<file path="src/rtl/core/pcg_sqrt_stage.sv">
`timescale 1ns / 1ps
// ----------------------------------------------------------------------------
// Square root stage
// One registered step of a digit-by-digit square root: brings down two bits
// of the value and settles one result bit with a single compare and subtract.
// ----------------------------------------------------------------------------
module pcg_sqrt_stage #(
   parameter int RW  = 64,
   parameter int BIT = 0
) (
   input  logic            clock,
   input  logic            enable,
   input  logic [2*RW-1:0] value_in,
   input  logic [RW+1:0]   rem_in,
   input  logic [RW-1:0]   root_in,
   output logic [2*RW-1:0] value_out,
   output logic [RW+1:0]   rem_out,
   output logic [RW-1:0]   root_out
);
   logic [2*RW-1:0] value_ff;
   logic [RW+1:0]   rem_ff;
   logic [RW-1:0]   root_ff;
   logic [RW+1:0]   rem_shift;
   logic [RW+1:0]   trial;
   logic            take;

   // The partial remainder never exceeds twice the partial root, so it fits
   // in RW bits before the next two value bits are shifted in.
   always_comb begin
      rem_shift = {rem_in[RW-1:0], value_in[2*BIT+1 -: 2]};
      trial     = {root_in, 2'b01};
      take      = rem_shift >= trial;
   end

   always_ff @(posedge clock) begin
      if (enable) begin
         value_ff <= value_in;
         rem_ff   <= take ? rem_shift - trial : rem_shift;
         root_ff  <= {root_in[RW-2:0], take};
      end
   end

   assign value_out = value_ff;
   assign rem_out   = rem_ff;
   assign root_out  = root_ff;
endmodule

</file>
<file path="config.mk">
export PLATFORM = sky130hd
export DESIGN_NAME = pcg_sqrt_stage
export DESIGN_NICKNAME = d
export VERILOG_FILES = /design/src/rtl/core/pcg_sqrt_stage.sv
export SDC_FILE = /design/constraint.sdc
export NUM_CORES = 1
export LEC_CHECK = 0
export ABC_CLOCK_PERIOD_IN_PS = 7150
export CAP_MARGIN = 20
export CELL_PAD_IN_SITES_DETAIL_PLACEMENT = 1
export CELL_PAD_IN_SITES_GLOBAL_PLACEMENT = 1
export CORE_AREA = 2 2 202 204
export DETAILED_ROUTE_END_ITERATION = 8
export DIE_AREA = 0 0 204 206
export DONT_BUFFER_PORTS = 1
export GPL_TIMING_DRIVEN = 0
export PLACE_DENSITY_LB_ADDON = 0.1
export SYNTH_ARGS = -nofsm -noshare
export SYNTH_HDL_FRONTEND = slang
export SYNTH_SLANG_ARGS = --single-unit
export TNS_END_PERCENT = 30
</file>
<file path="constraint.sdc">
create_clock -name clock -period 7.15 [get_ports clock]
set_clock_uncertainty 0.1 [all_clocks]
set_input_delay 1.43 -clock clock [delete_from_list [all_inputs] [get_ports clock]]
set_output_delay 1.43 -clock clock [all_outputs]
set_load 0.005 [all_outputs]
</file>
# Word level (Yosys, flattened, before mapping)
# Cells that the tools add are included.
# Widths: inputs -> output; s select.
# op_classes
n_lt_le_gt_ge,1
addsub,1
n_mux,1
# ops
operator,count
$ge 66x66->1,1
$mux 66,1
$sub 66x66->66,1
# word_totals
out_inout_bits,258
in_bits,260
register_bits,258
elab_cells,6

# Longest topological paths before layout
# depth
ltp_word,2
mapped_depth,15
depth_no_buf,12

# Least setup slack after synthesis
# No wires, ideal clock.
# synth_timing
path_type,input to register
from,input port root_in[30]
to,"register rem_ff[62] (netlist: rem_out[62]), data pin"
cell_stages,10
n_path_buf,1
t_required_ps,6790
arrival_ps,3808
slack_ps,2982
setup_ps,260
path_cell_list,inv_1 -> ha_1 -> nand2_1 -> or3_1 -> or2_0 -> o31ai_4 -> a31oi_4 -> o31ai_4 -> buf_2 -> mux2_2
# synth_via
elab_chain_len,2
elab_cells_between_ends,3
classes_between,add/sub (1); order compare (1); mux (1)
# synth_rtl
item,line,rtl
"start, declared",15,"input logic [RW-1:0] root_in,"
$sub 66x66->66 / $ge 66x66->1 (equally long branches),"38, 32",
$mux 66 (*),38,rem_ff <= take ? rem_shift - trial : rem_shift;
"end signal, assigned",38,
"end, declared",21,logic [RW+1:0] rem_ff;
# Every way passes the cells marked *; elsewhere a longest branch is shown, timed or not.
# A chain may end at the register's enable or synchronous reset.

# Final worst setup path
# layout_timing
from,input port root_in[0]
to,"register rem_ff[56] (netlist: rem_out[56]), data pin"
# Same word-level chain as after synthesis.

==> results.py <==
metrics = {
    "power": {
        "p_comb_share_pct": 13.2,
        "pwr-share-seq_pct": 48.6,
        "finalPower_w": 0.00401,
        "ir_drop_v": 0.000181,
        "p_sw_w": 0.00104,
        "leakage_nw": 5.46,
        "power.internal_w": 0.00297,
        "p_per_area_mw_per_mm2": 279,
        "sw_frac_of_total_pct": 25.9,
        "clkPwrFrac_pct": 38.2,
    },
    "synthesis": {
        "synthMostInstantiatedCell": "edfxtp_1",
        "synth_cells": 1066,
        "yosysWarnings": 0,
        "synthTopCellsByArea": "edfxtp_1 61%, ha_1 6.5%, a21oi_1 5.3%, nor2_1 2.9%, xnor2_1 2.6%",
        "syn_area_mm2": 0.0127,
        "syn_nets": 1392,
        "netlist.top_cell.by_area": "edfxtp_1",
        "synth_top_cells_by_count": "258 x edfxtp_1, 135 x a21oi_1, 99 x nor2_1",
        "synth_flop_cell": "edfxtp_1",
        "synth-async-reset-ratio_pct": 0,
        "yosysTopAreaCellShare_pct": 61.0,
        "synth.distinct_cells": 58,
        "synth-edff-count": 258,
        "syn_avg_cell_area_um2": 11.9,
        "ys_ff_latch": 258,
        "seq_area_frac_synth_pct": 61.0,
    },
    "clocking": {
        "ctsResizeCount": 0,
        "htree_levels": 1,
        "tritoncts": "yes",
        "cts-root-buf": "clkbuf_16",
        "cts_setup_buffers": 0,
        "cts.path.max_buffers": 3,
        "path_clk_slew_ps": 70,
        "clock_sinks": 258,
        "cts_hold_buf": 0,
        "cts_inserted_buffers": 30,
    },
    "floorplanning": {
        "die_area_mm2": 0.0420,
        "pin_count": 518,
        "core_area_mm2": 0.0402,
        "core.rowCount": 74,
        "die_w_um": 204,
        "initial_utilization_pct": 31.6,
        "die_h_um": 206,
    },
    "worst_hold_path": {
        "hold_path_class": "input port to register",
        "whs_path_depth": 0,
    },
    "worst_setup_path": {
        "worst_setup_path_end_kind": "register",
        "startpoint_type": "input port",
        "crit_fanout": 5,
        "worstPathRequired_ps": 7350,
        "crit_type": "input port to register",
        "cp_common_cell": "a21oi_1",
        "cp_cell_sequence": "inv_1, ha_1, nand2b_1, a211oi_1, nor2_1, o21a_1, o31ai_1, a31oi_1, a21oi_1, a21oi_1, xor2_1, a21oi_1",
        "slowest_delay_ps": 840,
        "cp_slowest_cell": "o31ai_1",
        "arrival_ps": 5030,
    },
    "place": {
        "port_buffers": 0,
        "gp_congestion": 0.815,
        "dp_hpwl_mm": 32.7,
    },
    "routing": {
        "routed_wl_mm": 41.9,
        "wl_per_cell_um": 25.3,
        "num_vias": 8452,
        "drc": 0,
        "first_pass_iters": 5,
        "via_per_inst": 5.12,
        "drt_iter0_drc": 367,
        "ant_nets": 0,
    },
    "final_layout": {
        "nets": 1425,
        "area_growth_pct": 13.0,
        "drive_gt1_share_pct": 7.25,
    },
    "status": {
        "status": "finished clean",
    },
    "timing": {
        "setup_viol": 0,
        "rsz0062_at_grt": "false",
        "hold_viol_final": 0,
        "setup_tns_ps": 0,
        "worst_slew_pin_slew_ps": 1010,
        "slew_viol_final": 0,
        "period_share_pct": 67.5,
        "fin_crit_ps": 4830,
        "fmax_mhz": 207,
        "max-slew-margin-rel_pct": 31.8,
    },
    "grt": {
        "grt_use_total_pct": 19.0,
        "antenna_found_initial": 1,
        "grt_max_degree": 259,
        "grt_pass1_vias": 8824,
        "grt_pass1_wl_mm": 59.5,
        "grt.overflow.total": 0,
    },
    "job": {
        "drv_cap": 0,
    },
}
[registers in the layout, summed over array words and instances, names as in the netlist]
register and count:
rem_out 66, root_out 64, value_out 128
[routing by layer]
metal	global-route usage, %	vias to the layer above	routed length (um)
li1	-	4000	-
met1	22.7	4113	16900
met2	32.9	304	20600
met3	7.05	35	3820
met4	3.78	0	585
met5	0	-	0
[metrics by stage]
step / cells / area, um^2 / hold slack [ps] / setup slack (ps) / utilization [%]
after floorplan: 1066 / 12700 / 1430 / 2980 / -
after global placement: 1598 / 13400 / 1430 / 1630 / 33.3
after detailed placement: 1599 / 13400 / 1430 / 1600 / 33.3
after CTS: 1650 / 14300 / 805 / 2210 / 35.7
after global routing: 1650 / 14300 / 810 / 2150 / 35.7
final: 1651 / 14400 / 841 / 2320 / 35.7
[kinds of logic after synthesis]
| group | Yosys count | synth area share, % |
|---|---|---|
| AO/OA/AOI/OAI | 294 | 14.4 |
| flip-flops | 258 | 61.0 |
| AND/OR/NAND/NOR | 245 | 8.73 |
| buffers and inverters | 131 | 4.24 |
| adder cells (fa/ha/maj) | 66 | 6.50 |
| XOR/XNOR | 62 | 4.27 |
| multiplexers | 10 | 0.876 |
[layout make-up]
type / instances / area, um^2
Buffer: 47 / 224
Clock buffer: 37 / 798
Timing Repair Buffer: 1 / 7.51
Sequential cell: 258 / 7750
Multi-Input combinational cell: 677 / 4420
Clock inverter: 14 / 171
Antenna cell: 1 / 2.50
Fill cell: 4401 / 25800
Inverter: 84 / 315
Tap cell: 532 / 666
[path summary, 6_finish.rpt]
path              slack, ps         from            to
setup / recovery       2320   root_in[0]   rem_out[56]
hold / removal          840  root_in[13]  root_out[14]
[critical path: cells and delay by family]
kind	cells	cell delay (ps)
compound gates	7	2770
fa+ha+maj	1	360
simple gates	2	250
xor+xnor	1	180
buf+inv	1	30
[placed cells by master, fill, tap and decap left out, types with 7 or more instances in the layout]
cell and count:
edfxtp_1 258, a21oi_1 135, nor2_1 99, inv_1 84, ha_1 66, nand2_1 62, o21ai_0 40, a21o_1 39
xnor2_1 37, clkbuf_16 31, nand4_1 27, xor2_1 25, buf_2 24, clkbuf_1 23, nand3_1 15, nor3_1 11
o21bai_1 11, o21a_1 10, a211oi_1 7
[power groups by stage]
stage / registers (W) / clock network (W) / logic (W)
after floorplan: 0.00193 / 0 / 0.000391
after detailed placement: 0.00198 / 0 / 0.000538
after global routing: 0.00196 / 0.00162 / 0.000604
after CTS: 0.00196 / 0.00158 / 0.000542
after global placement: 0.00198 / 0 / 0.000532
final: 0.00195 / 0.00153 / 0.000529
(Power assumes the default switching activity.)
